File: config.mk
export PLATFORM = sky130hd
export DESIGN_NAME = double_ended_queue_top
export DESIGN_NICKNAME = d
export VERILOG_FILES = /design/src/hw/rtl/dq_pkg.sv /design/src/hw/rtl/dq_datapath.sv /design/src/hw/rtl/dq_ctrl.sv /design/src/hw/rtl/double_ended_queue_top.sv
export SDC_FILE = /design/constraint.sdc
export NUM_CORES = 2
export LEC_CHECK = 0
export ABC_AREA = 1
export BUFFER_PORTS_ARGS = -buffer_cell sky130_fd_sc_hd__buf_2
export CORE_ASPECT_RATIO = 1.5
export CORE_UTILIZATION = 48
export DETAILED_ROUTE_END_ITERATION = 10
export GPL_TIMING_DRIVEN = 0
export PLACE_DENSITY = 0.61
export RECOVER_POWER = 50
export SKIP_CTS_REPAIR_TIMING = 1
export SYNTH_ARGS = -nofsm -noshare
export SYNTH_HDL_FRONTEND = slang
export SYNTH_SLANG_ARGS = --single-unit
File: constraint.sdc
create_clock -name clk_i -period 5.49 [get_ports clk_i]
set_input_delay 1.098 -clock clk_i [delete_from_list [all_inputs] [get_ports clk_i]]
set_output_delay 1.098 -clock clk_i [all_outputs]
set_load 0.02 [all_outputs]
File: src/hw/rtl/dq_pkg.sv
// Package for the double-ended queue: item structs, opcodes, status codes and
// the command/status structs between the controller and the datapath.
// No dependencies.
`timescale 1ns / 1ps

package dq_pkg;

  localparam int unsigned DATA_W = 32;
  localparam int unsigned CNT_W  = 7;

  typedef enum logic [2:0] {
    OP_PUSH_FRONT = 3'd0,
    OP_PUSH_BACK  = 3'd1,
    OP_POP_FRONT  = 3'd2,
    OP_POP_BACK   = 3'd3,
    OP_READ_FWD   = 3'd4,
    OP_READ_REV   = 3'd5
  } opcode_e;

  typedef enum logic [1:0] {
    ST_OK    = 2'd0,
    ST_EMPTY = 2'd1,
    ST_FULL  = 2'd2
  } status_e;

  typedef struct packed {
    logic [2:0]               opcode;
    logic signed [DATA_W-1:0] push_value;
  } in_item_t;

  typedef struct packed {
    logic signed [DATA_W-1:0] result_value;
    logic [1:0]               status;
    logic [CNT_W-1:0]         entries_held;
    logic                     last_of_run;
  } out_item_t;

  // Commands from the controller, applied by the datapath at the next edge.
  typedef struct packed {
    logic    wr_front;
    logic    wr_back;
    logic    rd_front;
    logic    rd_back;
    logic    scan_start;
    logic    scan_fwd;
    logic    scan_next;
    logic    emit;
    logic    emit_mem;
    logic    emit_last;
    status_e emit_status;
  } cmd_t;

  typedef struct packed {
    logic empty;
    logic full;
    logic count_one;
    logic scan_one;
  } stat_t;

endpackage

File: src/hw/rtl/dq_datapath.sv
// Datapath of the double-ended queue: circular entry memory, front/back
// indices, entry count, traversal pointer and the result register.
// Depends on dq_pkg.
`timescale 1ns / 1ps

module dq_datapath #(
  parameter int unsigned DEPTH = 64
) (
  input  logic                             clk_i,
  input  logic                             rst_ni,
  input  dq_pkg::cmd_t                     cmd_i,
  input  logic signed [dq_pkg::DATA_W-1:0] push_value_i,
  output dq_pkg::stat_t                    stat_o,
  output logic                             result_valid_o,
  output dq_pkg::out_item_t                result_o
);

  localparam int unsigned IdxW = (DEPTH > 1) ? $clog2(DEPTH) : 1;
  localparam int unsigned CntW = dq_pkg::CNT_W;

  function automatic logic [IdxW-1:0] idx_inc(input logic [IdxW-1:0] i);
    return (i == IdxW'(DEPTH - 1)) ? '0 : i + 1'b1;
  endfunction

  function automatic logic [IdxW-1:0] idx_dec(input logic [IdxW-1:0] i);
    return (i == '0) ? IdxW'(DEPTH - 1) : i - 1'b1;
  endfunction

  logic [dq_pkg::DATA_W-1:0] mem_q [DEPTH];
  logic [dq_pkg::DATA_W-1:0] rdata_q;

  logic [IdxW-1:0] front_q, front_d;
  logic [IdxW-1:0] back_q, back_d;
  logic [CntW-1:0] count_q, count_d;
  logic [IdxW-1:0] scan_q, scan_d;
  logic [CntW-1:0] remain_q, remain_d;
  logic            dir_fwd_q, dir_fwd_d;

  logic            vld_q;
  logic            sel_mem_q;
  logic [1:0]      status_q;
  logic [CntW-1:0] held_q;
  logic            last_q;

  logic [IdxW-1:0] front_m1;
  logic [IdxW-1:0] back_m1;
  logic [IdxW-1:0] wr_addr;
  logic [IdxW-1:0] rd_addr;
  logic            wr_en;
  logic            rd_en;

  assign front_m1 = idx_dec(front_q);
  assign back_m1  = idx_dec(back_q);
  assign wr_en    = cmd_i.wr_front | cmd_i.wr_back;
  assign rd_en    = cmd_i.rd_front | cmd_i.rd_back | cmd_i.scan_start | cmd_i.scan_next;
  assign wr_addr  = cmd_i.wr_front ? front_m1 : back_q;

  always_comb begin
    if (cmd_i.scan_next) begin
      rd_addr = scan_q;
    end else if (cmd_i.rd_front || (cmd_i.scan_start && cmd_i.scan_fwd)) begin
      rd_addr = front_q;
    end else begin
      rd_addr = back_m1;
    end
  end

  always_comb begin
    front_d   = front_q;
    back_d    = back_q;
    count_d   = count_q;
    scan_d    = scan_q;
    remain_d  = remain_q;
    dir_fwd_d = dir_fwd_q;
    if (cmd_i.wr_front) begin
      front_d = front_m1;
      count_d = count_q + 1'b1;
    end
    if (cmd_i.wr_back) begin
      back_d  = idx_inc(back_q);
      count_d = count_q + 1'b1;
    end
    if (cmd_i.rd_front) begin
      front_d = idx_inc(front_q);
      count_d = count_q - 1'b1;
    end
    if (cmd_i.rd_back) begin
      back_d  = back_m1;
      count_d = count_q - 1'b1;
    end
    if (cmd_i.scan_start) begin
      dir_fwd_d = cmd_i.scan_fwd;
      scan_d    = cmd_i.scan_fwd ? idx_inc(front_q) : idx_dec(back_m1);
      remain_d  = count_q - 1'b1;
    end
    if (cmd_i.scan_next) begin
      scan_d   = dir_fwd_q ? idx_inc(scan_q) : idx_dec(scan_q);
      remain_d = remain_q - 1'b1;
    end
  end

  always_ff @(posedge clk_i or negedge rst_ni) begin
    if (!rst_ni) begin
      front_q   <= '0;
      back_q    <= '0;
      count_q   <= '0;
      scan_q    <= '0;
      remain_q  <= '0;
      dir_fwd_q <= 1'b0;
      vld_q     <= 1'b0;
    end else begin
      front_q   <= front_d;
      back_q    <= back_d;
      count_q   <= count_d;
      scan_q    <= scan_d;
      remain_q  <= remain_d;
      dir_fwd_q <= dir_fwd_d;
      vld_q     <= cmd_i.emit;
    end
  end

  always_ff @(posedge clk_i) begin
    if (wr_en) begin
      mem_q[wr_addr] <= push_value_i;
    end
    if (rd_en) begin
      rdata_q <= mem_q[rd_addr];
    end
    if (cmd_i.emit) begin
      sel_mem_q <= cmd_i.emit_mem;
      status_q  <= cmd_i.emit_status;
      held_q    <= count_d;
      last_q    <= cmd_i.emit_last;
    end
  end

  assign stat_o.empty     = (count_q == '0);
  assign stat_o.full      = (count_q == CntW'(DEPTH));
  assign stat_o.count_one = (count_q == CntW'(1));
  assign stat_o.scan_one  = (remain_q == CntW'(1));

  assign result_valid_o        = vld_q;
  assign result_o.result_value = sel_mem_q ? rdata_q : '0;
  assign result_o.status       = status_q;
  assign result_o.entries_held = held_q;
  assign result_o.last_of_run  = last_q;

endmodule

File: src/hw/rtl/dq_ctrl.sv
// Controller of the double-ended queue: decodes the opcode of an accepted
// item and sequences the entry-by-entry traversal of a read.
// Depends on dq_pkg.
`timescale 1ns / 1ps

module dq_ctrl (
  input  logic          clk_i,
  input  logic          rst_ni,
  input  logic          start_i,
  input  logic [2:0]    opcode_i,
  input  dq_pkg::stat_t stat_i,
  output logic          busy_o,
  output dq_pkg::cmd_t  cmd_o
);

  typedef enum logic {
    S_IDLE,
    S_SCAN
  } state_e;

  state_e state_q, state_d;

  always_comb begin
    state_d           = state_q;
    cmd_o             = '0;
    cmd_o.emit_status = dq_pkg::ST_OK;
    case (state_q)
      S_IDLE: begin
        if (start_i) begin
          case (opcode_i)
            dq_pkg::OP_PUSH_FRONT, dq_pkg::OP_PUSH_BACK: begin
              cmd_o.emit      = 1'b1;
              cmd_o.emit_last = 1'b1;
              if (stat_i.full) begin
                cmd_o.emit_status = dq_pkg::ST_FULL;
              end else begin
                cmd_o.wr_front = (opcode_i == dq_pkg::OP_PUSH_FRONT);
                cmd_o.wr_back  = (opcode_i == dq_pkg::OP_PUSH_BACK);
              end
            end
            dq_pkg::OP_POP_FRONT, dq_pkg::OP_POP_BACK: begin
              cmd_o.emit      = 1'b1;
              cmd_o.emit_last = 1'b1;
              if (stat_i.empty) begin
                cmd_o.emit_status = dq_pkg::ST_EMPTY;
              end else begin
                cmd_o.rd_front = (opcode_i == dq_pkg::OP_POP_FRONT);
                cmd_o.rd_back  = (opcode_i == dq_pkg::OP_POP_BACK);
                cmd_o.emit_mem = 1'b1;
              end
            end
            dq_pkg::OP_READ_FWD, dq_pkg::OP_READ_REV: begin
              cmd_o.emit = 1'b1;
              if (stat_i.empty) begin
                cmd_o.emit_status = dq_pkg::ST_EMPTY;
                cmd_o.emit_last   = 1'b1;
              end else begin
                // The first entry is read here; the rest follow in S_SCAN.
                cmd_o.scan_start = 1'b1;
                cmd_o.scan_fwd   = (opcode_i == dq_pkg::OP_READ_FWD);
                cmd_o.emit_mem   = 1'b1;
                cmd_o.emit_last  = stat_i.count_one;
                if (!stat_i.count_one) begin
                  state_d = S_SCAN;
                end
              end
            end
            default: begin
            end
          endcase
        end
      end
      S_SCAN: begin
        cmd_o.scan_next = 1'b1;
        cmd_o.emit      = 1'b1;
        cmd_o.emit_mem  = 1'b1;
        cmd_o.emit_last = stat_i.scan_one;
        if (stat_i.scan_one) begin
          state_d = S_IDLE;
        end
      end
      default: begin
        state_d = S_IDLE;
      end
    endcase
  end

  always_ff @(posedge clk_i or negedge rst_ni) begin
    if (!rst_ni) begin
      state_q <= S_IDLE;
    end else begin
      state_q <= state_d;
    end
  end

  assign busy_o = (state_q == S_SCAN);

endmodule

File: src/hw/rtl/double_ended_queue_top.sv
// Bounded double-ended queue of signed 32-bit values in a circular store of
// DEPTH entries. An item is taken when start is high and busy is low. Push and
// pop take one cycle each: the result strobe rises in the cycle after the item
// is taken, and a new item may be taken in that same cycle. A read forward or
// reverse takes one cycle per entry held (one cycle for an empty queue),
// paced by the single read port of the entry memory; busy stays high until
// the last read is issued. Results cannot be held off by the receiver.
// Depends on dq_pkg, dq_ctrl and dq_datapath.
`timescale 1ns / 1ps

module double_ended_queue_top #(
  parameter int unsigned DEPTH = 64
) (
  input  logic              clk_i,
  input  logic              rst_ni,
  input  logic              start,
  output logic              busy,
  input  dq_pkg::in_item_t  item_i,
  output logic              result_valid_o,
  output dq_pkg::out_item_t result_o
);

  dq_pkg::cmd_t  cmd;
  dq_pkg::stat_t stat;

  dq_ctrl u_ctrl (
    .clk_i    (clk_i),
    .rst_ni   (rst_ni),
    .start_i  (start),
    .opcode_i (item_i.opcode),
    .stat_i   (stat),
    .busy_o   (busy),
    .cmd_o    (cmd)
  );

  dq_datapath #(
    .DEPTH (DEPTH)
  ) u_datapath (
    .clk_i          (clk_i),
    .rst_ni         (rst_ni),
    .cmd_i          (cmd),
    .push_value_i   (item_i.push_value),
    .stat_o         (stat),
    .result_valid_o (result_valid_o),
    .result_o       (result_o)
  );

  logic op_known;
  assign op_known = (item_i.opcode == dq_pkg::OP_PUSH_FRONT) ||
                    (item_i.opcode == dq_pkg::OP_PUSH_BACK)  ||
                    (item_i.opcode == dq_pkg::OP_POP_FRONT)  ||
                    (item_i.opcode == dq_pkg::OP_POP_BACK)   ||
                    (item_i.opcode == dq_pkg::OP_READ_FWD)   ||
                    (item_i.opcode == dq_pkg::OP_READ_REV);

  // Every accepted item with a known opcode produces a result in the next cycle.
  a_result_follows: assert property (@(posedge clk_i) disable iff (!rst_ni)
    (start && !busy && op_known) |=> result_valid_o)
    else $error("no result after an accepted item");

  // While a traversal runs, one entry comes out every cycle.
  a_scan_streams: assert property (@(posedge clk_i) disable iff (!rst_ni)
    busy |=> (result_valid_o && result_o.status == dq_pkg::ST_OK))
    else $error("traversal result missing");

  // A dropped push only happens with the store full.
  a_full_count: assert property (@(posedge clk_i) disable iff (!rst_ni)
    (result_valid_o && result_o.status == dq_pkg::ST_FULL) |->
      (result_o.entries_held == dq_pkg::CNT_W'(DEPTH)))
    else $error("full status with store not full");

  // The count never exceeds the store depth.
  a_count_bound: assert property (@(posedge clk_i) disable iff (!rst_ni)
    result_valid_o |-> (result_o.entries_held <= dq_pkg::CNT_W'(DEPTH)))
    else $error("entry count beyond depth");

endmodule
==> metrics.txt <==
Clock Pin Slew Worst Setup and Hold Paths 0.06 ns; max capacitance violation total 38; Final Max Tran Viols a little over 2k; Worst path slowest cell clkbuf_1; Synth async-reset ratio 0.01646; root buf cell clkbuf_16; Worst EP required 6.09 ns; Psw 0.02847 W; crit end category flop; Worst VDD drop roughly 0.3 mV; IO Count 82; critical path class reg2reg; Worst Hold Slack 0.4708 ns; largest family of logic cells by synthesized area simple AND/OR/NAND/NOR gates; Yosys reg bits 2,126; Final Util 0.5470; Compound-Gate Fraction of Synth Area 0.005625; Fin Clk Skew 0.07121 ns; shortest period the worst path allows 5.437 ns; total number of vias 68.77k; failing checks capacitance limit, slew limit; register area roughly 0.064 mm²; register area share after synthesis 0.6750; Hold Violations, Final 0; Post-Syn Instances 9,210; top cells by count, synth nand3_1 (2,177), nand2_1 (2,120), edfxtp_1 (2,091); Seq pwr share 0.301; Least-Margin Pin Slew 4.559 ns; total gr overflow 0; crit share post-route 0.9903; worst setup margin 0.05338 ns; top post-synthesis cells by area edfxtp_1 (67%), nand3_1 (12%), nand2_1 (8.4%); Rows 198; initial core utilization 0.4850; Mapped Area around 0.094 mm²; area of the multi-input gates 0.02103 mm²; Worst EP arrival 6.03 ns; status finished, violations left; CTS buffer count slightly above 200; Final #Nets 9,643; Non-Filler Instances between 10k and 15k; pin count of the biggest net entering global routing 65; global-route wire length before repair 471,300 µm; prevailing post-synth register cell edfxtp_1; WP buf/inv 3; Top Family by Delay on Critical Path simple AND/OR/NAND/NOR gates; Mean Syn Cell Area approximately 10 µm²; cell-internal power between 0.03 and 0.04 W; layout cells sized above 1 0.08588; routed wire length between 300,000 and 400,000 µm; area leader, netlist edfxtp_1; CP max FO 10; hpwl dp 241,100 µm; area share of the largest cell type after synthesis 0.6657; routability cong. around 1.2; max incr delay on CP between 1 and 1.5 ns; post-synthesis mux area share 0; area growth from synthesis to layout 12.79%; Startpoint Class flop; antenna violations before repair 41; synth unique cells 42; net switching share of the total power 0.4640; Synth Area in Adders 0.002653; Pwr Density 576.7 mW/mm²; # DRC 0; Hold Path Class in2reg; worst skew pair latency approximately 0.89 ns; Bufs on Longest Clock Path 4; placed cells 11.98k; GRT Resource Usage Total 0.3439; filler instances between 15k and 20k; Die X 363.9 µm; die area 0.1983 mm²; Rel. slew slack -2.039; core area 0.1945 mm²; initial drt markers 9,079; CTS tree yes; fmax 0.1839 GHz; Yosys Warn Count 0; H-tree levels 4; vias per cell around 5.6; # clock sinks ~2.1k; Finish-stage setup viols 0; CP cell instances inv_1, ha_1, nand2_1, nor2_4, nand2_4, nand3_2, nand2_4, nand2_1, o211ai_1, nand2_1, buf_2, clkbuf_1, nand3_1, nand3_1, nand3_1, nand3_1, nand2_1; setup_tns 0 ns; Post-Syn Nets 9,268; simple-gate share of the synthesized area 0.2074; clock power share 0.227; Pre-Repair DR Iteration Count 7; most common cell in the synthesized netlist nand3_1; worst slack at placement -0.05516 ns; Leak Pwr between 40 and 50 nW; combinational share of power 0.472; Port-buffer cells 81; post-detailed-route count of antenna-violating nets 0; Post-synth EDFFs 2,091; Synth Area in XOR/XNOR 0.002136; vias in the first global route 65.79k; Die H between 500 and 600 µm; RSZ-0062 raised after global routing false; DR WL/cell about 28 µm
-- per-layer routing --
metal	share of wire	GRT usage
met5	0.00038	0
met2	0.47	0.5678
met1	0.33	0.3743
met3	0.097	0.07550
met4	0.10	0.2990
-- layout make-up --
cell class                 instances  area share
clock buffer                     256     0.05071
clock inverter                    98    0.008727
tap                             2600     0.03058
buffer                           475     0.02329
multi-input combinational       4576      0.1976
timing repair buffer             170     0.01830
antenna                           24   0.0005645
inverter                        2033     0.07174
sequential                      2126      0.5984
-- cells by family (layout without fill, tap and decap cells) --
logic type / after synthesis / count (layout)
simple gates: 4447 / 4447
flops: 2126 / 2126
fa+ha+maj: 20 / 20
other cells: 0 / 24
buf+inv: 2508 / 3032
xor+xnor: 23 / 23
compound gates: 86 / 86
-- path summary, 6_finish.rpt --
check                                       startpoint                  endpoint  slack (ns)  cells after the start
worst min-delay path                        item_i[15]  u_datapath.mem_q[58][15]        0.47                      1
max in group asynchronous                       rst_ni     u_datapath.front_q[2]        3.49                      1
min in group asynchronous                       rst_ni     u_datapath.count_q[2]        0.79                      1
worst min register to register  u_datapath.remain_q[6]    u_datapath.remain_q[6]        0.53                      1
worst max-delay path             u_datapath.count_q[0]     u_datapath.rdata_q[9]        0.05                     17
worst max register to register   u_datapath.count_q[0]     u_datapath.rdata_q[9]        0.05                     17
-- cells in the final DEF (no fill, tap or decap), types with 5 or more instances in the layout --
cell type,instances
o21ai_0,32
clkinv_2,27
ha_1,20
nor3_1,12
clkbuf_16,208
edfxtp_1,2091
diode_2,24
inv_2,5
buf_2,334
inv_1,2027
clkinv_1,45
a21oi_1,12
nand3_1,2177
xor2_1,21
buf_1,22
buf_16,17
nor2_4,66
nand2_1,2120
o211ai_1,13
dfrtp_1,35
nor2_1,45
buf_6,9
bufinv_16,18
clkbuf_1,184
o22ai_1,6
buf_4,66
o221ai_1,8
buf_12,52
-- power by group through the flow --
| stage | combinational [W] | clock (W) | sequential [W] |
|---|---|---|---|
| final | 0.0289 | 0.0139 | 0.0185 |
| after global routing | 0.0299 | 0.0145 | 0.0185 |
| after CTS | 0.0279 | 0.0139 | 0.0184 |
| after detailed placement | 0.0278 | 0 | 0.0188 |
| after global placement | 0.0273 | 0 | 0.0188 |
| after floorplan | 0.0149 | 0 | 0.0188 |
-- flip-flops by register name (all words and copies together) (netlist names) --
register,cells
u_datapath.held_q,7
u_datapath.front_q,6
u_datapath.back_q,6
u_datapath.count_q,7
u_datapath.remain_q,7
u_datapath.mem_q,2048
u_datapath.sel_mem_q,1
u_ctrl.busy_o,1
u_datapath.status_q,2
u_datapath.result_valid_o,1
u_datapath.rdata_q,32
u_datapath.scan_q,6
u_datapath.last_q,1
u_datapath.dir_fwd_q,1
-- per-stage QoR --
| step | total power, W | cell area, µm² |
|---|---|---|
| 5_1_grt | 0.06294 | 106300 |
| 4_1_cts | 0.06022 | 106900 |
| 6_report | 0.06135 | 106400 |
| 3_5_place_dp | 0.04657 | 100600 |
| 2_1_floorplan | 0.03370 | 94320 |
| 3_3_place_gp | 0.04612 | 97980 |
Power figures use the tool's default switching activity.
